## src/rtl/core/ffa_pkg.sv

```systemverilog
package ffa_pkg;

   localparam int unsigned POOL_UNITS  = 4096;
   localparam int unsigned MAX_EXTENTS = 64;
   localparam int unsigned ADDR_W      = 12;
   localparam int unsigned LEN_W       = 13;
   localparam int unsigned IDX_W       = $clog2(MAX_EXTENTS);
   localparam int unsigned CNT_W       = IDX_W + 1;

   typedef enum logic [0:0] {
      OP_ALLOC = 1'b0,
      OP_FREE  = 1'b1
   } op_type;

   typedef enum logic [1:0] {
      ST_OK    = 2'd0,
      ST_NOFIT = 2'd1,
      ST_FULL  = 2'd2
   } status_type;

   typedef enum logic [3:0] {
      S_INIT,
      S_IDLE,
      S_SCAN_RD,
      S_SCAN_CHK,
      S_MERGE_RD,
      S_MERGE_CHK,
      S_SHIFT_RD,
      S_SHIFT_WR
   } state_type;

   typedef enum logic [0:0] {
      GROW_DOWN = 1'b0,
      GROW_UP   = 1'b1
   } grow_type;

   typedef struct packed {
      op_type             opcode;
      logic [LEN_W-1:0]   request_size;
      logic [ADDR_W-1:0]  free_address;
   } req_type;

   typedef struct packed {
      logic [ADDR_W-1:0]  address;
      status_type         status;
   } rsp_type;

   typedef struct packed {
      logic [ADDR_W-1:0]  start;
      logic [LEN_W-1:0]   length;
   } ent_type;

endpackage

```

## src/rtl/core/ffa_ram.sv

```systemverilog
module ffa_ram #(
   parameter int unsigned WIDTH = 8,
   parameter int unsigned DEPTH = 16
) (
   input  logic                     clock,
   input  logic                     wr_en,
   input  logic [$clog2(DEPTH)-1:0] wr_addr,
   input  logic [WIDTH-1:0]         wr_data,
   input  logic                     rd_en,
   input  logic [$clog2(DEPTH)-1:0] rd_addr,
   output logic [WIDTH-1:0]         rd_data
);

   logic [WIDTH-1:0] mem_ff [DEPTH];
   logic [WIDTH-1:0] rd_data_ff;

   always_ff @(posedge clock) begin
      if (wr_en) begin
         mem_ff[wr_addr] <= wr_data;
      end
      if (rd_en) begin
         rd_data_ff <= mem_ff[rd_addr];
      end
   end

   assign rd_data = rd_data_ff;

endmodule

```

## src/rtl/core/first_fit_extent_allocator_unit.sv

```systemverilog
// Channel    Ports                         Transfer
// request    start, busy, req_data         start high while busy low
// response   rsp_valid, rsp_data           one-cycle strobe, no backpressure
//
// An allocate reads the extent table one entry at a time until the first fit,
// then shifts the later entries down, one by one, when the extent empties.
// A free scans for a neighbor, appending a new extent if none abuts, or scans again
// for a merge partner and may shift; the single table RAM port pair paces each step.
// After reset, S_INIT writes the initial extent; busy stays high meanwhile.
// The receiver cannot stall: every transaction gives one response strobe.
module first_fit_extent_allocator_unit (
   input  logic            clock,
   input  logic            reset,
   input  logic            start,
   output logic            busy,
   input  ffa_pkg::req_type req_data,
   output logic            rsp_valid,
   output ffa_pkg::rsp_type rsp_data
);
   import ffa_pkg::*;

   state_type            state_ff, state_in;
   logic [CNT_W-1:0]     count_ff, count_in;
   logic [CNT_W-1:0]     idx_ff, idx_in;
   logic [IDX_W-1:0]     hit_ff, hit_in;
   grow_type             mode_ff, mode_in;
   req_type              req_ff, req_in;
   logic [ADDR_W-1:0]    ns_ff, ns_in;
   logic [LEN_W-1:0]     nl_ff, nl_in;
   rsp_type              rsp_ff, rsp_in;
   logic                 rsp_valid_ff, rsp_valid_in;

   logic                 wr_en, rd_en;
   logic [IDX_W-1:0]     wr_addr, rd_addr;
   ent_type              wr_data, rd_data;

   logic [LEN_W:0]       free_end;
   logic [LEN_W-1:0]     rd_end;
   logic [LEN_W-1:0]     new_end;
   logic [CNT_W-1:0]     idx_next;

   ffa_ram #(
      .WIDTH($bits(ent_type)),
      .DEPTH(MAX_EXTENTS)
   ) u_table (
      .clock   (clock),
      .wr_en   (wr_en),
      .wr_addr (wr_addr),
      .wr_data (wr_data),
      .rd_en   (rd_en),
      .rd_addr (rd_addr),
      .rd_data (rd_data)
   );

   assign free_end = (LEN_W+1)'(req_ff.request_size) + (LEN_W+1)'(req_ff.free_address);
   assign rd_end   = LEN_W'(rd_data.start) + rd_data.length;
   assign new_end  = LEN_W'(ns_ff) + nl_ff;
   assign idx_next = idx_ff + CNT_W'(1);

   always_ff @(posedge clock) begin
      if (reset) begin
         state_ff     <= S_INIT;
         count_ff     <= CNT_W'(1);
         rsp_valid_ff <= 1'b0;
      end else begin
         state_ff     <= state_in;
         count_ff     <= count_in;
         rsp_valid_ff <= rsp_valid_in;
      end
      idx_ff  <= idx_in;
      hit_ff  <= hit_in;
      mode_ff <= mode_in;
      req_ff  <= req_in;
      ns_ff   <= ns_in;
      nl_ff   <= nl_in;
      rsp_ff  <= rsp_in;
   end

   always_comb begin
      state_in     = state_ff;
      count_in     = count_ff;
      idx_in       = idx_ff;
      hit_in       = hit_ff;
      mode_in      = mode_ff;
      req_in       = req_ff;
      ns_in        = ns_ff;
      nl_in        = nl_ff;
      rsp_in       = rsp_ff;
      rsp_valid_in = 1'b0;
      wr_en        = 1'b0;
      wr_addr      = idx_ff[IDX_W-1:0];
      wr_data      = rd_data;
      rd_en        = 1'b0;
      rd_addr      = idx_ff[IDX_W-1:0];

      unique case (state_ff)
         S_INIT: begin
            wr_en          = 1'b1;
            wr_addr        = '0;
            wr_data.start  = '0;
            wr_data.length = LEN_W'(POOL_UNITS);
            state_in       = S_IDLE;
         end
         S_IDLE: begin
            if (start) begin
               req_in         = req_data;
               idx_in         = '0;
               rsp_in.address = '0;
               rsp_in.status  = ST_OK;
               state_in       = S_SCAN_RD;
            end
         end
         S_SCAN_RD: begin
            if (req_ff.opcode == OP_FREE && (req_ff.request_size == '0 ||
                free_end > (LEN_W+1)'(POOL_UNITS))) begin
               rsp_valid_in = 1'b1;
               state_in     = S_IDLE;
            end else if (idx_ff == count_ff) begin
               if (req_ff.opcode == OP_ALLOC) begin
                  rsp_in.status = ST_NOFIT;
               end else if (count_ff >= CNT_W'(MAX_EXTENTS)) begin
                  rsp_in.status = ST_FULL;
               end else begin
                  wr_en          = 1'b1;
                  wr_data.start  = req_ff.free_address;
                  wr_data.length = req_ff.request_size;
                  count_in       = idx_next;
               end
               rsp_valid_in = 1'b1;
               state_in     = S_IDLE;
            end else begin
               rd_en    = 1'b1;
               state_in = S_SCAN_CHK;
            end
         end
         S_SCAN_CHK: begin
            hit_in = idx_ff[IDX_W-1:0];
            if (req_ff.opcode == OP_ALLOC) begin
               if (rd_data.length >= req_ff.request_size) begin
                  rsp_in.address = rd_data.start;
                  if (req_ff.request_size == '0) begin
                     rsp_valid_in = 1'b1;
                     state_in     = S_IDLE;
                  end else if (rd_data.length == req_ff.request_size) begin
                     state_in = S_SHIFT_RD;
                  end else begin
                     wr_en          = 1'b1;
                     wr_data.start  = rd_data.start + req_ff.request_size[ADDR_W-1:0];
                     wr_data.length = rd_data.length - req_ff.request_size;
                     rsp_valid_in   = 1'b1;
                     state_in       = S_IDLE;
                  end
               end else begin
                  idx_in   = idx_next;
                  state_in = S_SCAN_RD;
               end
            end else begin
               if ((LEN_W+1)'(rd_data.start) == free_end) begin
                  mode_in        = GROW_DOWN;
                  ns_in          = req_ff.free_address;
                  nl_in          = rd_data.length + req_ff.request_size;
                  wr_en          = 1'b1;
                  wr_data.start  = req_ff.free_address;
                  wr_data.length = rd_data.length + req_ff.request_size;
                  idx_in         = '0;
                  state_in       = S_MERGE_RD;
               end else if (rd_end == LEN_W'(req_ff.free_address)) begin
                  mode_in        = GROW_UP;
                  ns_in          = rd_data.start;
                  nl_in          = rd_data.length + req_ff.request_size;
                  wr_en          = 1'b1;
                  wr_data.start  = rd_data.start;
                  wr_data.length = rd_data.length + req_ff.request_size;
                  idx_in         = '0;
                  state_in       = S_MERGE_RD;
               end else begin
                  idx_in   = idx_next;
                  state_in = S_SCAN_RD;
               end
            end
         end
         S_MERGE_RD: begin
            if (idx_ff == count_ff) begin
               rsp_valid_in = 1'b1;
               state_in     = S_IDLE;
            end else if (idx_ff == CNT_W'(hit_ff)) begin
               idx_in = idx_next;
            end else begin
               rd_en    = 1'b1;
               state_in = S_MERGE_CHK;
            end
         end
         S_MERGE_CHK: begin
            if (mode_ff == GROW_DOWN && rd_end == LEN_W'(ns_ff)) begin
               wr_en          = 1'b1;
               wr_data.start  = rd_data.start;
               wr_data.length = rd_data.length + nl_ff;
               idx_in         = CNT_W'(hit_ff);
               state_in       = S_SHIFT_RD;
            end else if (mode_ff == GROW_UP && LEN_W'(rd_data.start) == new_end) begin
               wr_en          = 1'b1;
               wr_data.start  = ns_ff;
               wr_data.length = rd_data.length + nl_ff;
               idx_in         = CNT_W'(hit_ff);
               state_in       = S_SHIFT_RD;
            end else begin
               idx_in   = idx_next;
               state_in = S_MERGE_RD;
            end
         end
         S_SHIFT_RD: begin
            if (idx_next >= count_ff) begin
               count_in     = count_ff - CNT_W'(1);
               rsp_valid_in = 1'b1;
               state_in     = S_IDLE;
            end else begin
               rd_en    = 1'b1;
               rd_addr  = idx_next[IDX_W-1:0];
               state_in = S_SHIFT_WR;
            end
         end
         S_SHIFT_WR: begin
            wr_en    = 1'b1;
            idx_in   = idx_next;
            state_in = S_SHIFT_RD;
         end
         default: begin
            state_in = S_IDLE;
         end
      endcase
   end

   assign busy      = (state_ff != S_IDLE);
   assign rsp_valid = rsp_valid_ff;
   assign rsp_data  = rsp_ff;

endmodule

```

## config.mk

```make
export PLATFORM = sky130hd
export DESIGN_NAME = first_fit_extent_allocator_unit
export DESIGN_NICKNAME = d
export VERILOG_FILES = /design/src/rtl/core/ffa_pkg.sv /design/src/rtl/core/ffa_ram.sv /design/src/rtl/core/first_fit_extent_allocator_unit.sv
export SDC_FILE = /design/constraint.sdc
export NUM_CORES = 2
export LEC_CHECK = 0
export ABC_CLOCK_PERIOD_IN_PS = 6400
export BUFFER_PORTS_ARGS = -buffer_cell sky130_fd_sc_hd__buf_4
export CAP_MARGIN = 20
export CORE_MARGIN = 2
export CORE_UTILIZATION = 59
export CTS_BUF_LIST = sky130_fd_sc_hd__clkbuf_8
export CTS_CLUSTER_SIZE = 20
export DETAILED_ROUTE_END_ITERATION = 12
export GPL_TIMING_DRIVEN = 0
export MAX_ROUTING_LAYER = met4
export PLACE_DENSITY = 0.8
export SLEW_MARGIN = 20
export SYNTH_ARGS = -nofsm -noshare
export SYNTH_HDL_FRONTEND = slang
export SYNTH_SLANG_ARGS = --single-unit
```

## constraint.sdc

```tcl
create_clock -name clock -period 6.4 [get_ports clock]
set_input_delay 0.64 -clock clock [delete_from_list [all_inputs] [get_ports clock]]
set_output_delay 0.64 -clock clock [all_outputs]
set_load 0.01 [all_outputs]
```

# After elaboration in Yosys (flattened, before gate mapping)
# Memory sizes are Yosys's and may differ from the RTL's. A register that Yosys moved wholly into a read port is not among the register bits.
# Cells that the tools add are included.
totals:
  romBits: 0
  mem_bits_rw: 1600
  reg_bits: 91
  latch_bits: 0
  inputBits: 29
  output_inout_bits: 16
  wordCells: 164
  n_memories: 1
classes:
  bitwise: 1
  n_mul: 0
  n_addsub: 9
  mux: 89
  shifts: 0
  reduce_logical: 19
  div_mod_pow: 0
  magnitude_cmp: 4
  eq_ne: 28
memory_table:
  columns: ["memory", "words", "width", "rd", "rd_ports_with_merged_regs", "write_ports", "line", "text"]
  rows:
  - ["u_table.mem_ff", 64, 25, 1, 1, 1, "ffa_ram.sv:14", "logic [WIDTH-1:0] mem_ff [DEPTH];"]
op_table:
  columns: ["cell", "count"]
  rows:
  - ["two-way mux 25 bit", 11]
  - ["one-hot mux 25 bit (4 select lines)", 1]
  - ["two-way mux 7 bit", 14]
  - ["two-way mux 12 bit", 4]
  - ["two-way mux 13 bit", 3]
  - ["one-hot mux 7 bit (5 select lines)", 1]
  - ["one-hot mux 4 bit (7 select lines)", 1]
  - ["adder 12 x 13 -> 13 bit", 2]
  - ["adder 13 bit", 2]
  - ["== test 13 x 12 -> 1 bit", 2]
  - ["two-way mux 1 bit", 26]
  - ["two-way mux 4 bit", 6]
  - ["one-hot mux 12 bit (2 select lines)", 1]
  - ["inequality test 2 bit (second input constant)", 10]
  - ["two-way mux 6 bit", 3]
  - ["== test 4 x 3 -> 1 bit (second input constant)", 4]
  - ["two-way mux 3 bit", 5]
  - ["adder 13 x 12 -> 14 bit", 1]
  - ["== test 12 x 14 -> 1 bit", 1]
  - ["> comparator 14 x 13 -> 1 bit (second input constant)", 1]
  - ["two-way mux 14 bit", 1]
  - ["two-way mux 2 bit", 7]
  - ["one-hot mux 7 bit (2 select lines)", 1]
  - ["== test 12 x 13 -> 1 bit", 1]
  - ["30 further kinds", 41]

# Logic depth before layout (Yosys ltp)
depth:
  depth_word: 8
  depth_mapped: 19
  mapped_depth_nobuf: 15

# By module
# A second synthesis with hierarchy kept.
hier_totals:
  cells_unflattened: 4068
  area_unflattened_um2: 72990.0
modules_own_cells:
  columns: ["module", "area_each_um2", "seq_area_each_um2", "instances", "cells_per_inst"]
  rows:
  - ["ffa_ram", 62767.7, 48796.8, 1, 2884]
  - ["first_fit_extent_allocator_unit", 10222.3, 2592.5, 1, 1184]

# Least setup slack after synthesis
# No wires, ideal clock.
synth_path:
  kind: "flip-flop to flip-flop"
  start: "register req_ff[12] in the netlist's numbering"
  end: "memory u_table.mem_ff[0][8] in the netlist's numbering (data pin)"
  setup_time_ns: 0.702
  arrival_ns: 6.057
  stages_incl_launch_ff: 16
  t_required_ns: 5.698
  setup_slack_ns: -0.358
  period_less_slack_ns: 6.758
  path_buffers: 2
  cell_sequence: "edfxtp_1 > ha_1 > inv_1 > fa_1 > xnor2_1 > a211oi_1 > nand4_1 > a2111o_1 > or4_1 > or4_1 > buf_2 > o2bb2a_4 > nand2_4 > buf_4 > a21oi_1 > o21ai_0"
synth_via:
  elab_chain_cells: 6
  elab_cells_between_ends: 18
  cone_classes: "add/sub (3); order compare (2); eq/ne (2); mux (8); reduce/logical (3)"
synth_lines:
  columns: ["item", "line", "text"]
  rows:
  - ["start, declared", "first_fit_extent_allocator_unit.sv:27", "req_type req_ff, req_in;"]
  - ["start signal, assigned", "first_fit_extent_allocator_unit.sv:73", "req_ff <= req_in;"]
  - ["adder 13 x 12 -> 14 bit, or another cell as far along", "first_fit_extent_allocator_unit.sv:55", "assign free_end = (LEN_W+1)'(req_ff.request_size) + (LEN_W+1)'(req_ff.free_address);"]
  - ["> comparator 14 x 13 -> 1 bit or two-way mux 25 bit (tied branches)", "first_fit_extent_allocator_unit.sv:115, first_fit_extent_allocator_unit.sv:144", null]
  - ["logical OR 1 bit or two-way mux 25 bit (tied branches)", "first_fit_extent_allocator_unit.sv:114, first_fit_extent_allocator_unit.sv:141", null]
  - ["logical AND 1 bit or two-way mux 25 bit (tied branches)", "first_fit_extent_allocator_unit.sv:114, first_fit_extent_allocator_unit.sv:139", null]
  - ["two-way mux 25 bit (on tied branches)", "first_fit_extent_allocator_unit.sv:114, first_fit_extent_allocator_unit.sv:138", null]
  - ["one-hot mux 25 bit (4 select lines) *", "first_fit_extent_allocator_unit.sv:96", "unique case (state_ff)"]
  - ["named net u_table.wr_data[8]", "ffa_ram.sv:8", "input logic [WIDTH-1:0] wr_data,"]
  - ["end, declared", "ffa_ram.sv:14", null]
# The timed path passes the listed nets; every way through them passes the cells marked *.

# Worst setup path after layout
layout_path:
  start: "register idx_ff[0]"
  end: "register u_table.rd_data_ff[22] (netlist: u_table.rd_data[22]) (read register of u_table.mem_ff) (data pin)"
layout_via:
  elab_chain_cells: 4
  elab_cells_between_ends: 12
  cone_classes: "add/sub (1); order compare (1); eq/ne (2); mux (8)"
layout_lines:
  columns: ["item", "line", "text"]
  rows:
  - ["start, declared", "first_fit_extent_allocator_unit.sv:24", "logic [CNT_W-1:0] idx_ff, idx_in;"]
  - ["start signal, assigned", "first_fit_extent_allocator_unit.sv:70", "idx_ff <= idx_in;"]
  - ["adder 7 x 1 -> 7 bit, or another cell as far along", "first_fit_extent_allocator_unit.sv:58", "assign idx_next = idx_ff + CNT_W'(1);"]
  - [">= comparator 7 bit, or another cell as far along", "first_fit_extent_allocator_unit.sv:212", "if (idx_next >= count_ff) begin"]
  - ["two-way mux 1 bit, or another cell as far along", "first_fit_extent_allocator_unit.sv:212", null]
  - ["one-hot mux 1 bit (3 select lines) or two-way mux 6 bit (tied branches)", "first_fit_extent_allocator_unit.sv:96", null]
  - ["end, declared", "ffa_ram.sv:15", "logic [WIDTH-1:0] rd_data_ff;"]
# Parallel ways exist; a longest one is shown, timed or not.
# A chain may end at the register's enable or synchronous reset.

==> impl_metrics.yaml <==
timing:
  setup_viol: 2
  hold_violations: 0
  fin_crit_sh_pct: 101
  post-route-min-period_ns: 6.44
  fin_setup_tns_ns: -0.0476
  clock_skew_ns: 0.0765
  finalMaxSlewViolations: 0
  tightest_slew_ns: 1.17
  slew_headroom_pct: 22.2
  fin_ws_ns: -0.0440
  fmax_mhz: 155
global_route:
  grt_first_pass_wirelength_um: 317000
  grt_max_degree: 65
  grt_pass1_vias: 48302
  grt_antenna_before_repair: 14
  grt.overflow.total: 0
  grt_usage_pct: 35.8
clocking:
  cts_tree: "yes"
  clock-sinks: 1715
  root_buffer: "clkbuf_8"
  path_clk_slew_ns: 0.06
  clock_latency_ns: 1.00
  cts_buffer_depth: 4
  cts_buffers: 284
  htree_levels: 5
synth:
  yosys_register_bits: 1715
  ys_async_sr_fraction_pct: 0
  synth-edff-count: 1704
  syn_area_um2: 72900
  synth_cell_types: 88
  syn_inst: 5152
  synth_warnings: 0
  syn-num-nets: 5281
  yosysSeqAreaShare_pct: 70.5
  synthFlopType: "edfxtp_1"
  syn_area_per_cell_um2: 14.2
floorplan:
  dieArea_um2: 126000
  io_pins: 45
  die_y_um: 356
  core_um2: 122000
  die-width_um: 356
  rows: 128
  floorplan.initialDensity_pct: 59.7
worst_hold_path:
  hold_path.class: "input port to flop"
  holdPathStages: 2
critical_path:
  worst_setup_path_start_kind: "flop"
  worstRegToRegCells: 18
  critPathKind: "flop to flop"
  critPathMaxFanout: 10
  crit_required_ns: 7.16
  critPathArrivalTime_ns: 7.21
  worst_setup_path_end_kind: "flop"
finish:
  layout_commonest_cell: "edfxtp_1"
  syn_to_final_growth_pct: 14.9
  final_cell_mix: "edfxtp_1 (1704), nand2_1 (897), mux2i_1 (410), clkbuf_8 (287), buf_4 (209)"
  final_util_pct: 68.6
  nNetsFinal: 5855
  drive_above_1_share_pct: 15.1
  nFillCells: 7821
power_and_ir_drop:
  power-per-cell-area_nw_per_um2: 269
  p_leak_nw: 29.5
  power_mw: 22.6
  peakVddDrop_uv: 245
run_status:
  status: "complete, but fails checks"
  violations: "negative setup slack"
drt:
  drt_first_pass_iters: 8
  wl_um: 223000
  post_drt_wl_per_cell_um: 29.5
  drt_iter0_drc: 8254
  drc: 0
  ant_nets: 0
  routed_via_density: 6.73
  vias: 50726
placed_design:
  routabilityCongestion: 1.04
  place_ws_ns: -1.31
  port_buffers: 43
  dp_hpwl_um: 155000
run:
  maxCapViolations: 0
## power breakdown
group | internal, mW | switching (mW)
clock network | 4.34 | 4.23
registers | 12.4 | 0.0404
logic | 0.437 | 1.09
total | 17.2 | 5.36
## kinds of logic (layout without fill, tap and decap cells)
| kind of cell | Yosys count | in the layout | synth area share (%) |
|---|---|---|---|
| XOR/XNOR | 113 | 113 | 1.43 |
| AND/OR/NAND/NOR | 1494 | 1494 | 9.08 |
| multiplexers | 417 | 417 | 5.74 |
| adder cells (fa/ha/maj) | 100 | 100 | 1.79 |
| buffers and inverters | 400 | 1147 | 2.16 |
| AO/OA/AOI/OAI | 913 | 913 | 9.34 |
| flip-flops | 1715 | 1715 | 70.5 |
| other | 0 | 17 | 0 |
## final timing paths
check,start,end,slack (ns)
max,idx_ff[0],u_table.rd_data[22],-0.04
min,reset,count_ff[3],0.11
max reg2reg,idx_ff[0],u_table.rd_data[22],-0.04
min reg2reg,idx_ff[4],hit_ff[4],0.44
## sequential cells by signal (all words and copies together) (netlist names)
name             cells
state_ff             3
ns_ff               12
req_ff              26
nl_ff               13
rsp_valid            1
idx_ff               7
hit_ff               6
u_table.rd_data     25
rsp_data            14
count_ff             7
u_table.mem_ff    1600
mode_ff              1
## what timing repair did
item                       in CTS  in global routing
hold buffers                   27                  0
setup endpoints to repair      37                354
setup buffers                   1                  6
hold endpoints to repair       28                  0
resized for setup              66                123
pin swaps                       0                  5
## area by class of cell
cell class | instances | area [µm²] | share of cell area, %
Tap cell | 1625 | 2030 | 2.43
Timing Repair Buffer | 289 | 2850 | 3.40
Buffer | 323 | 1420 | 1.70
Sequential cell | 1715 | 51400 | 61.3
Clock inverter | 172 | 838 | 1.00
Antenna cell | 17 | 42.5 | 0.0507
Multi-Input combinational cell | 3037 | 21000 | 25.1
Clock buffer | 287 | 3950 | 4.71
Inverter | 76 | 285 | 0.340
## per-stage QoR
step	hold WS, ns	instances	cell area [µm²]
2_1_floorplan	0.424	5152	72900
3_3_place_gp	0.425	6820	75300
3_5_place_dp	0.438	7032	78100
4_1_cts	0.0690	7519	83500
5_1_grt	0.125	7538	83800
6_report	0.107	7541	83800
## worst max-delay path, stage by stage, from the launching register on
cell	delay, ns
edfxtp_1	0.42
clkbuf_2	0.24
and3_1	0.18
clkbuf_1	0.33
nand3_1	0.14
xor2_1	0.28
inv_1	0.19
ha_1	0.32
a21oi_1	0.11
o21ai_0	0.17
a211oi_4	0.58
mux2i_1	0.41
clkbuf_2	0.48
clkbuf_2	0.50
clkbuf_1	0.71
nand2_1	0.15
a32oi_1	0.50
a22oi_2	0.20
nand4_1	0.30
## cells in the mapped netlist (8+ instances only)
cell,n,share of area [%]
edfxtp_1,1704,70
dfxtp_1,11,0.30
a221oi_1,108,1.3
o211ai_1,20,0.21
xnor2_1,72,0.86
nand2_1,900,4.6
or3_1,18,0.15
a211oi_1,21,0.22
and2_1,18,0.15
o21a_1,18,0.19
a22oi_1,57,0.59
nor4_1,13,0.11
a2111oi_0,9,0.11
nor3b_1,11,0.11
a32oi_1,202,2.4
o22ai_1,10,0.086
a221o_1,11,0.15
or2_2,10,0.086
o2111ai_1,8,0.096
nand2b_1,21,0.18
inv_1,75,0.39
nand3b_1,8,0.082
mux2i_1,410,5.6
a31oi_1,164,1.4
ha_1,93,1.6
nor2_1,99,0.51
nor3_1,110,0.75
nor2b_1,14,0.12
clkbuf_1,236,1.2
o31ai_1,9,0.093
o21ai_0,75,0.51
a21o_1,30,0.31
buf_2,51,0.35
nand4_1,40,0.34
a22o_1,11,0.13
o21bai_1,12,0.12
and3_1,65,0.56
xor2_1,37,0.44
nand3_1,142,0.97
a21oi_1,87,0.60
buf_1,34,0.17
## metal layers
metal  vias to the layer above  part of all wire [%]  wire [µm]  global-route usage (%)
met5                         -                     0          0                       -
met4                         0                   6.7      14900                    21.7
met3                       791                    14      30600                    9.41
met2                      4061                    45      99300                    52.0
met1                     24666                    35      77900                    45.3
li1                      21208                     -          -                       -
Note: power is estimated with default switching activity, not from simulation.
